## src/rtl/core/nnld_pkg.sv

```systemverilog
// ============================================================================
// nnld_pkg
// Shared widths, constants and types of the nearest-neighbor luma downscaler.
// ============================================================================
`default_nettype none

package nnld_pkg;

    // Largest frame dimension that the counters are sized for.
    localparam int MAX_DIMENSION = 4096;

    // Width of each size register.
    localparam int CFG_W = 13;

    // Configuration port widths.
    localparam int APB_ADDR_W = 4;
    localparam int APB_DATA_W = 32;

    // Size register indexes; the byte address is four times the index.
    localparam logic [1:0] REG_SOURCE_WIDTH  = 2'd0;
    localparam logic [1:0] REG_SOURCE_HEIGHT = 2'd1;
    localparam logic [1:0] REG_TARGET_WIDTH  = 2'd2;
    localparam logic [1:0] REG_TARGET_HEIGHT = 2'd3;

    // Item field widths.
    localparam int LUMA_W = 8;

    // Offset that turns an unsigned luma byte into a signed sample.
    localparam logic [LUMA_W-1:0] LUMA_OFFSET = 8'd128;

    // Size registers as seen by the datapath.
    typedef struct packed {
        logic [CFG_W-1:0] source_width;
        logic [CFG_W-1:0] source_height;
        logic [CFG_W-1:0] target_width;
        logic [CFG_W-1:0] target_height;
    } cfg_t;

    // One result item.
    typedef struct packed {
        logic signed [LUMA_W-1:0] sample;
        logic                     line_end;
        logic                     frame_end;
    } result_t;

endpackage

`default_nettype wire

```

## src/rtl/core/nnld_cfg.sv

```systemverilog
// ============================================================================
// nnld_cfg
// APB register file that holds the source and target frame sizes.
// ============================================================================
`default_nettype none

module nnld_cfg
(
    input  wire logic                             clk,
    input  wire logic                             rst_n,
    input  wire logic                             psel,
    input  wire logic                             penable,
    input  wire logic                             pwrite,
    input  wire logic [nnld_pkg::APB_ADDR_W-1:0]  paddr,
    input  wire logic [nnld_pkg::APB_DATA_W-1:0]  pwdata,
    output logic      [nnld_pkg::APB_DATA_W-1:0]  prdata,
    output logic                                  pready,
    output nnld_pkg::cfg_t                        cfg
);

    localparam int CFG_W = nnld_pkg::CFG_W;

    nnld_pkg::cfg_t    cfg_reg;
    nnld_pkg::cfg_t    cfg_next;
    logic              wr_en;
    logic [1:0]        reg_index;
    logic [CFG_W-1:0]  wr_value;

    assign pready    = 1'b1;
    assign reg_index = paddr[3:2];
    assign wr_en     = psel && penable && pwrite && pready;
    assign wr_value  = pwdata[CFG_W-1:0];

    // Write decode.
    always_comb
    begin
        cfg_next = cfg_reg;
        if (wr_en)
        begin
            unique case (reg_index)
                nnld_pkg::REG_SOURCE_WIDTH:  cfg_next.source_width  = wr_value;
                nnld_pkg::REG_SOURCE_HEIGHT: cfg_next.source_height = wr_value;
                nnld_pkg::REG_TARGET_WIDTH:  cfg_next.target_width  = wr_value;
                nnld_pkg::REG_TARGET_HEIGHT: cfg_next.target_height = wr_value;
                default:                     cfg_next = cfg_reg;
            endcase
        end
    end

    // Read decode.
    always_comb
    begin
        unique case (reg_index)
            nnld_pkg::REG_SOURCE_WIDTH:
                prdata = nnld_pkg::APB_DATA_W'(cfg_reg.source_width);
            nnld_pkg::REG_SOURCE_HEIGHT:
                prdata = nnld_pkg::APB_DATA_W'(cfg_reg.source_height);
            nnld_pkg::REG_TARGET_WIDTH:
                prdata = nnld_pkg::APB_DATA_W'(cfg_reg.target_width);
            nnld_pkg::REG_TARGET_HEIGHT:
                prdata = nnld_pkg::APB_DATA_W'(cfg_reg.target_height);
            default:
                prdata = '0;
        endcase
    end

    // Registers come out of reset at a 640x480 to 96x96 setup.
    always_ff @(posedge clk or negedge rst_n)
    begin
        if (!rst_n)
        begin
            cfg_reg.source_width  <= CFG_W'(640);
            cfg_reg.source_height <= CFG_W'(480);
            cfg_reg.target_width  <= CFG_W'(96);
            cfg_reg.target_height <= CFG_W'(96);
        end
        else
        begin
            cfg_reg <= cfg_next;
        end
    end

    assign cfg = cfg_reg;

endmodule

`default_nettype wire

```

## src/rtl/core/nnld_sel.sv

```systemverilog
// ============================================================================
// nnld_sel
// Position counters and nearest-neighbor pick logic, one item per cycle in which fire is set.
// ============================================================================
`default_nettype none

module nnld_sel
#(
    parameter int MAX_DIMENSION = nnld_pkg::MAX_DIMENSION
)
(
    input  wire logic                          clk,
    input  wire logic                          rst_n,
    input  wire logic                          fire,
    input  wire logic [nnld_pkg::LUMA_W-1:0]   luma,
    input  wire logic                          frame_start,
    input  wire nnld_pkg::cfg_t                cfg,
    output logic                               emit,
    output nnld_pkg::result_t                  result
);

    localparam int     DIM_W  = $clog2(MAX_DIMENSION + 1);
    localparam longint MAX_SQ = longint'(MAX_DIMENSION) * longint'(MAX_DIMENSION);
    localparam int     SUM_W  = $clog2(MAX_SQ);

    // Clamp a size register to the range 1 to MAX_DIMENSION.
    function automatic logic [DIM_W-1:0] clamp_size(input logic [nnld_pkg::CFG_W-1:0] v);
        logic [31:0] w;
        begin
            w = 32'(v);
            if (w == 32'd0)
                w = 32'd1;
            else if (w > 32'(MAX_DIMENSION))
                w = 32'(MAX_DIMENSION);
            return DIM_W'(w);
        end
    endfunction

    logic [DIM_W-1:0] sw, sh, dw, dh;

    logic [DIM_W-1:0] source_column_reg, source_column_next;
    logic [DIM_W-1:0] source_row_reg,    source_row_next;
    logic [DIM_W-1:0] target_column_reg, target_column_next;
    logic [DIM_W-1:0] target_row_reg,    target_row_next;
    logic [SUM_W-1:0] column_target_sum_reg, column_target_sum_next;
    logic [SUM_W-1:0] column_base_sum_reg,   column_base_sum_next;
    logic [SUM_W-1:0] row_target_sum_reg,    row_target_sum_next;
    logic [SUM_W-1:0] row_base_sum_reg,      row_base_sum_next;

    // State seen by this item, after a possible frame restart.
    logic [DIM_W-1:0] sc, sr, tc, tr;
    logic [SUM_W-1:0] cts, cbs, rts, rbs;

    logic [DIM_W:0]   tc_inc, tr_inc, sc_inc, sr_inc;
    logic             row_pick, col_pick, last_col, last_row, line_wrap;

    assign sw = clamp_size(cfg.source_width);
    assign sh = clamp_size(cfg.source_height);
    assign dw = clamp_size(cfg.target_width);
    assign dh = clamp_size(cfg.target_height);

    // A frame start clears the counters before the pixel is handled.
    always_comb
    begin
        if (frame_start)
        begin
            sc  = '0;
            sr  = '0;
            tc  = '0;
            tr  = '0;
            cts = '0;
            cbs = '0;
            rts = '0;
            rbs = '0;
        end
        else
        begin
            sc  = source_column_reg;
            sr  = source_row_reg;
            tc  = target_column_reg;
            tr  = target_row_reg;
            cts = column_target_sum_reg;
            cbs = column_base_sum_reg;
            rts = row_target_sum_reg;
            rbs = row_base_sum_reg;
        end
    end

    // Pick test: target sum below base sum plus target size.
    assign row_pick = (tr < dh) &&
                      ({1'b0, rts} < ({1'b0, rbs} + (SUM_W + 1)'(dh)));
    assign col_pick = (tc < dw) &&
                      ({1'b0, cts} < ({1'b0, cbs} + (SUM_W + 1)'(dw)));
    assign emit     = row_pick && col_pick;

    assign tc_inc    = {1'b0, tc} + (DIM_W + 1)'(1);
    assign tr_inc    = {1'b0, tr} + (DIM_W + 1)'(1);
    assign sc_inc    = {1'b0, sc} + (DIM_W + 1)'(1);
    assign sr_inc    = {1'b0, sr} + (DIM_W + 1)'(1);
    assign last_col  = tc_inc >= {1'b0, dw};
    assign last_row  = tr_inc >= {1'b0, dh};
    assign line_wrap = sc_inc >= {1'b0, sw};

    // Result fields.
    always_comb
    begin
        result.sample    = $signed(luma - nnld_pkg::LUMA_OFFSET);
        result.line_end  = last_col;
        result.frame_end = last_col && last_row;
    end

    // Counter and accumulator update for one source pixel.
    always_comb
    begin
        source_column_next     = source_column_reg;
        source_row_next        = source_row_reg;
        target_column_next     = target_column_reg;
        target_row_next        = target_row_reg;
        column_target_sum_next = column_target_sum_reg;
        column_base_sum_next   = column_base_sum_reg;
        row_target_sum_next    = row_target_sum_reg;
        row_base_sum_next      = row_base_sum_reg;
        if (fire)
        begin
            source_row_next      = sr;
            target_row_next      = tr;
            row_target_sum_next  = rts;
            row_base_sum_next    = rbs;
            if (line_wrap)
            begin
                // End of a source line: restart columns, step rows, and wrap them at the end of the source frame.
                source_column_next     = '0;
                target_column_next     = '0;
                column_target_sum_next = '0;
                column_base_sum_next   = '0;
                if (row_pick)
                begin
                    if (!last_row)
                        row_target_sum_next = rts + SUM_W'(sh);
                    target_row_next = DIM_W'(tr_inc);
                end
                row_base_sum_next = rbs + SUM_W'(dh);
                source_row_next   = DIM_W'(sr_inc);
                if (sr_inc >= {1'b0, sh})
                begin
                    source_row_next     = '0;
                    target_row_next     = '0;
                    row_target_sum_next = '0;
                    row_base_sum_next   = '0;
                end
            end
            else
            begin
                source_column_next     = DIM_W'(sc_inc);
                column_base_sum_next   = cbs + SUM_W'(dw);
                target_column_next     = tc;
                column_target_sum_next = cts;
                if (emit)
                begin
                    if (!last_col)
                        column_target_sum_next = cts + SUM_W'(sw);
                    target_column_next = DIM_W'(tc_inc);
                end
            end
        end
    end

    // State registers.
    always_ff @(posedge clk or negedge rst_n)
    begin
        if (!rst_n)
        begin
            source_column_reg     <= '0;
            source_row_reg        <= '0;
            target_column_reg     <= '0;
            target_row_reg        <= '0;
            column_target_sum_reg <= '0;
            column_base_sum_reg   <= '0;
            row_target_sum_reg    <= '0;
            row_base_sum_reg      <= '0;
        end
        else
        begin
            source_column_reg     <= source_column_next;
            source_row_reg        <= source_row_next;
            target_column_reg     <= target_column_next;
            target_row_reg        <= target_row_next;
            column_target_sum_reg <= column_target_sum_next;
            column_base_sum_reg   <= column_base_sum_next;
            row_target_sum_reg    <= row_target_sum_next;
            row_base_sum_reg      <= row_base_sum_next;
        end
    end

`ifndef SYNTHESIS
    // Source column always lies inside the largest frame.
    a_column_range: assert property (@(posedge clk) disable iff (!rst_n)
        32'(source_column_reg) < 32'(MAX_DIMENSION))
        else $error("source column beyond maximum dimension");

    // A frame start always produces a pick for the first target pixel.
    a_start_picks: assert property (@(posedge clk) disable iff (!rst_n)
        fire && frame_start |-> emit)
        else $error("first pixel of a frame was not picked");
`endif

endmodule

`default_nettype wire

```

## src/rtl/core/nearest_neighbor_luma_downscaler.sv

```systemverilog
// ============================================================================
// nearest_neighbor_luma_downscaler
// Nearest-neighbor downscaler for the luma plane of a raster-ordered stream.
// ============================================================================
// The block takes one luma byte per item and passes on, as luma minus 128,
// only the pixels that are the nearest-neighbor picks for the target frame:
// source column floor(dx*source_width/target_width) and row
// floor(dy*source_height/target_height). It takes one item per clock cycle
// while the output is not stalled; an item goes through an input register
// and the combinational pick logic and leaves from the output register. The
// per-item position update (two add-and-compare accumulator pairs) is what
// sets the clock period. tlast marks the last sample of an output line and
// tuser the last sample of the output frame. A set frame-start flag on an
// input item restarts all counters; without it they wrap by themselves at
// the end of each source frame. Size registers are taken as 1 when zero and
// are clamped at MAX_DIMENSION, and are to be written only while the stream
// is idle.
`default_nettype none

module nearest_neighbor_luma_downscaler
#(
    parameter int MAX_DIMENSION = nnld_pkg::MAX_DIMENSION
)
(
    input  wire logic                             clk,
    input  wire logic                             rst_n,
    // Input stream.
    input  wire logic                             s_tvalid,
    output logic                                  s_tready,
    input  wire logic [7:0]                       s_tdata,  // [7:0] luma
    input  wire logic                             s_tuser,  // [0] frame_start
    // Output stream.
    output logic                                  m_tvalid,
    input  wire logic                             m_tready,
    output logic [7:0]                            m_tdata,  // [7:0] sample
    output logic                                  m_tlast,  // line_end
    output logic                                  m_tuser,  // [0] frame_end
    // Configuration port.
    input  wire logic                             psel,
    input  wire logic                             penable,
    input  wire logic                             pwrite,
    input  wire logic [nnld_pkg::APB_ADDR_W-1:0]  paddr,
    input  wire logic [nnld_pkg::APB_DATA_W-1:0]  pwdata,
    output logic      [nnld_pkg::APB_DATA_W-1:0]  prdata,
    output logic                                  pready
);

    nnld_pkg::cfg_t     cfg;
    nnld_pkg::result_t  result;
    logic               emit;
    logic               advance;
    logic               fire;

    logic                          in_valid_reg, in_valid_next;
    logic [nnld_pkg::LUMA_W-1:0]   in_luma_reg;
    logic                          in_start_reg;
    logic                          out_valid_reg, out_valid_next;
    nnld_pkg::result_t             out_result_reg;

    // Register file.
    nnld_cfg u_cfg
    (
        .clk     (clk),
        .rst_n   (rst_n),
        .psel    (psel),
        .penable (penable),
        .pwrite  (pwrite),
        .paddr   (paddr),
        .pwdata  (pwdata),
        .prdata  (prdata),
        .pready  (pready),
        .cfg     (cfg)
    );

    // The pick stage moves whenever the output register is free or drains.
    assign advance  = !out_valid_reg || m_tready;
    assign fire     = in_valid_reg && advance;
    assign s_tready = !in_valid_reg || advance;

    // Pick logic and position counters.
    nnld_sel #(.MAX_DIMENSION(MAX_DIMENSION)) u_sel
    (
        .clk         (clk),
        .rst_n       (rst_n),
        .fire        (fire),
        .luma        (in_luma_reg),
        .frame_start (in_start_reg),
        .cfg         (cfg),
        .emit        (emit),
        .result      (result)
    );

    // Valid bits of the input and output registers.
    always_comb
    begin
        in_valid_next  = in_valid_reg;
        out_valid_next = out_valid_reg;
        if (s_tready)
            in_valid_next = s_tvalid;
        if (advance)
            out_valid_next = fire && emit;
    end

    always_ff @(posedge clk or negedge rst_n)
    begin
        if (!rst_n)
        begin
            in_valid_reg  <= 1'b0;
            out_valid_reg <= 1'b0;
        end
        else
        begin
            in_valid_reg  <= in_valid_next;
            out_valid_reg <= out_valid_next;
        end
    end

    // Payload registers.
    always_ff @(posedge clk)
    begin
        if (s_tvalid && s_tready)
        begin
            in_luma_reg  <= s_tdata;
            in_start_reg <= s_tuser;
        end
        if (fire && emit)
            out_result_reg <= result;
    end

    assign m_tvalid = out_valid_reg;
    assign m_tdata  = out_result_reg.sample;
    assign m_tlast  = out_result_reg.line_end;
    assign m_tuser  = out_result_reg.frame_end;

`ifndef SYNTHESIS
    // The last sample of a frame also closes its line.
    a_frame_end_line: assert property (@(posedge clk) disable iff (!rst_n)
        m_tvalid && m_tuser |-> m_tlast)
        else $error("frame end without line end");

    // A held item is not dropped while the output stalls.
    a_hold_item: assert property (@(posedge clk) disable iff (!rst_n)
        in_valid_reg && out_valid_reg && !m_tready |=> in_valid_reg)
        else $error("input item lost during output stall");
`endif

endmodule

`default_nettype wire
```

## config.mk

```make
export PLATFORM = sky130hd
export DESIGN_NAME = nearest_neighbor_luma_downscaler
export DESIGN_NICKNAME = d
export VERILOG_FILES = /design/src/rtl/core/nnld_pkg.sv /design/src/rtl/core/nnld_cfg.sv /design/src/rtl/core/nnld_sel.sv /design/src/rtl/core/nearest_neighbor_luma_downscaler.sv
export SDC_FILE = /design/constraint.sdc
export NUM_CORES = 1
export LEC_CHECK = 0
export CAP_MARGIN = 25
export CORE_UTILIZATION = 45
export CTS_CLUSTER_DIAMETER = 80
export CTS_CLUSTER_SIZE = 24
export DETAILED_ROUTE_END_ITERATION = 12
export DONT_BUFFER_PORTS = 1
export PLACE_DENSITY = 0.66
export SLEW_MARGIN = 20
export SYNTH_ARGS = -nofsm -noshare
export SYNTH_HDL_FRONTEND = slang
export SYNTH_HIERARCHICAL = 1
export SYNTH_SLANG_ARGS = --single-unit
```

## constraint.sdc

```tcl
create_clock -name clk -period 12.8 [get_ports clk]
set_input_delay 1.28 -clock clk [delete_from_list [all_inputs] [get_ports clk]]
set_output_delay 1.28 -clock clk [all_outputs]
set_load 0.02 [all_outputs]
```

After elaboration in Yosys (flattened, before gate mapping). Index checks and enable logic that the tools add are counted.

Register bits after elaboration: 221. Output and inout port bits: 45. Input bits: 52. Logic and storage cells: 102.

$add $sub $neg: 11. Multiplexer cells: 35. Equal/unequal tests: 3. Reduce and logical (&&, ||, !) cells: 22. Magnitude comparators: 12.

Operators with widths (count): $mux 24 (14); $mux 13 (20); $pmux 32 s4 (1); $add 24x13->24 (4); $add 13x1->14 const B (4); $ge 14x13->1 (4); $gt 13x13->1 const B (4); $logic_not 13->1 (4); $add 24x13->25 (2); $lt 24x25->1 (2); $lt 13x13->1 (2); $logic_and 1x1->1 (9); $reduce_and 2->1 (4); $sub 8x8->8 const B (1); $eq 2x2->1 const B (2); $eq 2x1->1 const B (1); $logic_not 1->1 (2); $logic_not 2->1 (1); $logic_or 1x1->1 (2).

Logic depth before layout (Yosys ltp).
Depth after elaboration: 9. Depth in mapped cells: 30. Depth with buffers taken out: 25.

Hierarchy. The synthesis kept the hierarchy.

By module, submodules not included: nnld_sel (sequential area each 3703.6 um2, times used 1, area each 14174.8 um2, cells an instance 1692); nnld_cfg (sequential area each 1313.8 um2, times used 1, area each 2516.2 um2, cells an instance 156); nearest_neighbor_luma_downscaler (sequential area each 620.6 um2, times used 1, area each 681.9 um2, cells an instance 29).

Worst setup path after synthesis. OpenSTA, ideal clock, no wires.

Path type: register to register. Start: reg in_start_reg. End: reg out_result_reg (netlist bit m_tdata[0]) (enable). Slack: 6240 ps. Clock period less this slack: 6560 ps. Required time: 12423 ps. Arrival: 6183 ps. Stages on the path, launching flop included: 29. Setup time: 377 ps. Path through: edfxtp_1 -> buf_6 -> clkbuf_1 -> buf_4 -> clkbuf_1 -> clkbuf_1 -> clkbuf_1 -> nor2b_1 -> ha_1 -> a21o_1 -> a21oi_1 -> o21ai_0 -> a31oi_1 -> nor2_1 -> nand3_1 -> or2_2 -> xor2_1 -> or2_2 -> ha_1 -> a2111oi_0 -> nor3b_1 -> o211ai_1 -> a31oi_1 -> o211a_2 -> o21ai_1 -> inv_2 -> buf_2 -> nand2_1 -> nor2b_1.

Longest elaborated chain between the ends: 6. Elaborated cells between the ends (all ways): 16. Those cells by class: 2 x add/sub; 4 x order compare; 6 x mux; 4 x reduce/logical.

Ends and longest elaborated chain: start: declaration (line nearest_neighbor_luma_downscaler.sv:56) `logic in_start_reg;`; start signal: assignment (line nearest_neighbor_luma_downscaler.sv:124) `in_start_reg <= s_tuser;`; $mux 24 (line nnld_sel.sv:65) `if (frame_start)`; $add 24x13->25 (on tied branches) (line nnld_sel.sv:91, nnld_sel.sv:93); $lt 24x25->1 (on tied branches) (line nnld_sel.sv:91, nnld_sel.sv:93); $logic_and 1x1->1 (on tied branches) (line nnld_sel.sv:90, nnld_sel.sv:92); $logic_and 1x1->1 * (line nnld_sel.sv:94) `assign emit = row_pick && col_pick;`; via emit (line nearest_neighbor_luma_downscaler.sv:50) `logic emit;`; $logic_and 1x1->1 * (line nearest_neighbor_luma_downscaler.sv:126) `if (fire && emit)`; end signal: assignment (line nearest_neighbor_luma_downscaler.sv:127) `out_result_reg <= result;`; end: declaration (line nearest_neighbor_luma_downscaler.sv:58) `nnld_pkg::result_t out_result_reg;`.

The timed path passes the listed nets; every way through them passes the cells marked *. A chain may end at the register's enable or synchronous reset.

Final worst setup path. Same ends and word-level chain as after synthesis.

==> impl_metrics.env <==
export IMPL_status="completed"
export IMPL_start_util_pct=45.91
export IMPL_ir_drop_mv=0.06903
export IMPL_cts_tree="built"
export IMPL_worstHoldPathType="reg -> reg"
export IMPL_cts_sinks=221
export IMPL_io_pins=97
export IMPL_highest_layer="met4"
export IMPL_wl_met1_mm=20.47
export IMPL_drc_errors=0
export IMPL_synth_most_common_cell="dfrtp_1"
export IMPL_largest_reg_flops=52
export IMPL_ys_async_sr_fraction_pct=91.40
export IMPL_setup_viol=0
export IMPL_grt_pass1_wl_mm=73.38
export IMPL_numCtsBuffers=19
export IMPL_synth_edf_count=19
export IMPL_fmax_mhz=130.4
export IMPL_grt_usage_pct=23.35
export IMPL_vias=13949
export IMPL_n_antenna_cell=0
export IMPL_drtIter0Drc=968
export IMPL_grt_max_degree=203
export IMPL_rows=71
export IMPL_io_buffers=0
export IMPL_grt_pass1_vias=13848
export IMPL_ctsHtreeMaxLevel=1
export IMPL_cts_resized=0
export IMPL_drt_vias_per_instance=5.933
export IMPL_worstPathCellList="buf_4 -> nor2b_1 -> ha_1 -> a21o_1 -> a21oi_1 -> o21ai_0 -> a31oi_1 -> nor2_1 -> nand3_1 -> or2_2 -> xor2_1 -> or2_2 -> ha_1 -> a2111oi_0 -> nor3b_1 -> o211ai_1 -> a31oi_1 -> o211a_2 -> o21ai_1 -> buf_4 -> inv_2 -> nand2_1 -> nor2b_1"
export IMPL_grt_ovfl_total=0
export IMPL_die_h_um=198.5
export IMPL_fin_cells=2351
export IMPL_wl_met3_mm=2.212
export IMPL_synth_top_area_cell="dfrtp_1"
export IMPL_end_kind="register"
export IMPL_worst_pin_slew_ps=884.9
export IMPL_fin_worst_skew_ps=25.62
export IMPL_syn_area_per_cell_um2=9.256
export IMPL_crit_buf_inv=3
export IMPL_layout_min_cycle_time_ps=7668
export IMPL_dieWidth_um=198.5
export IMPL_clk_pin_slew_ps=90
export IMPL_yosysSeqAreaShare_pct=32.45
export IMPL_tns_ps=0
export IMPL_antenna_found_initial=0
export IMPL_slowest_delay_ps=690
export IMPL_synth_area_um2=17370
export IMPL_cts_buffer_depth=3
export IMPL_synth_cells=1877
export IMPL_wl_per_cell_um=19.25
export IMPL_wl_met2_mm=21.14
export IMPL_synthToLayoutAreaGrowth_pct=5.452
export IMPL_fin_nets=2062
export IMPL_drtPass1Iterations=5
export IMPL_cp_top_family="simple AND/OR/NAND/NOR gates"
export IMPL_synth_warnings=6
export IMPL_ant_nets=0
export IMPL_yosys_register_bits=221
export IMPL_gp_congestion=0.8901
export IMPL_startpoint_type="register"
export IMPL_core_area_um2=37840
export IMPL_netlist_top_cells_area="dfrtp_1 28%, ha_1 13%, nor2b_1 4.0%"
export IMPL_post_cts_setup_buffer_count=0
export IMPL_ys_types=97
export IMPL_holdBufCountCts=0
export IMPL_rsz0062_at_grt="no"
export IMPL_p_leak_nw=8.565
export IMPL_die_area_um2=39400
export IMPL_finalWirelength_mm=45.25
export IMPL_clk_latency_ps=530
export IMPL_final_period_utilization_pct=59.91
export IMPL_place_inst=2318
export IMPL_worst_ep_arrival_time_ps=7820
export IMPL_crit_path_max_fanout=58
export IMPL_drive_gt1_share_pct=8.859
export IMPL_root_buffer="clkbuf_16"
export IMPL_critPathSlowestCell="nor2b_1"
export IMPL_synth_top_cells_by_count="192 x dfrtp_1, 178 x ha_1, 170 x nand2_1"
export IMPL_synthFlopType="dfrtp_1"
export IMPL_cp_required_ps=12960
export IMPL_synth_top_cell_area_share_pct=27.66
export IMPL_power_density_nw_per_um2=149.0
export IMPL_dp_hpwl_mm=32.97
export IMPL_hold_violations=0
export IMPL_slew_violations=0
export IMPL_relSlewSlack_pct=40.61
export IMPL_cap_violations=0
export IMPL_critPathKind="reg -> reg"
layout make-up:
class                      count  area [um^2]
tap                          511        639.4
fill                        3508        19520
sequential                   221         5638
clock inverter                13        186.4
inverter                     105        394.1
timing repair buffer          16        123.9
clock buffer                  20        479.2
multi-input combinational   1465        10860
kinds of logic after synthesis:
| group | after synthesis | share of synthesized area, % |
|---|---|---|
| other cells | 2 | 0.04323 |
| mux | 72 | 5.740 |
| compound gates | 434 | 17.56 |
| buf+inv | 209 | 5.502 |
| xor+xnor | 114 | 5.747 |
| flops | 221 | 32.45 |
| simple gates | 643 | 19.68 |
| fa+ha+maj | 182 | 13.28 |
through the flow:
step	hold slack (ps)	power (mW)	util [%]	cell area (um^2)	setup WS, ps
CTS	430.4	2.740	48.41	18320	5114
global route	432.8	2.900	48.41	18320	4470
global placement	401.9	2.075	46.60	17640	5253
floorplan	440.7	1.803	-	17440	6240
finish	424.8	2.729	48.41	18320	5132
detailed placement	406.5	2.102	46.65	17650	5133
final timing paths:
check | start | to | slack (ps) | depth (start not counted)
max | in_start_reg$_DFFE_PP_ | m_tdata[0]$_DFFE_PP_ | 5130 | 23
min | in_luma_reg[1]$_DFFE_PP_ | m_tdata[1]$_DFFE_PP_ | 420 | 0
max reg2reg | in_start_reg$_DFFE_PP_ | m_tdata[0]$_DFFE_PP_ | 5130 | 23
min reg2reg | in_luma_reg[1]$_DFFE_PP_ | m_tdata[1]$_DFFE_PP_ | 420 | 0
max in group asynchronous | rst_n | u_cfg/cfg[34]$_DFFE_PN1P_ | 11960 | 0
min in group asynchronous | rst_n | u_sel/column_target_sum_reg[4]$_DFFE_PN0P_ | 450 | 0
cells in the final DEF, fill, tap and decap left out, drive strengths merged, types with 11 or more instances in the layout:
cell       n
nor2      98
nand3     66
o21a      12
nor3      34
a21oi     70
ha       178
a21o      34
a22o      56
xor2      49
buf       16
mux4      13
nor4      20
nor2b    112
xnor2     65
o211ai    16
clkbuf    20
edfxtp    19
a31oi     12
o31ai     13
mux2      52
o2bb2ai   18
nand2b    40
conb      20
nand4     24
inv      110
dfrtp    192
o2111ai   11
nand2    171
o21ai    108
and3      20
where the power goes:
part / total, mW / switching [mW] / internal, mW
logic: 1.11 / 0.702 / 0.413
registers: 0.989 / 0.142 / 0.846
clock network: 0.626 / 0.327 / 0.299
total: 2.73 / 1.17 / 1.56
routing by layer:
layer	vias up	GRT usage [%]
li1	6653	-
met1	6860	31.05
met2	352	38.47
met3	84	3.594
met4	0	8.234
met5	-	0
(Power assumes the default switching activity.)
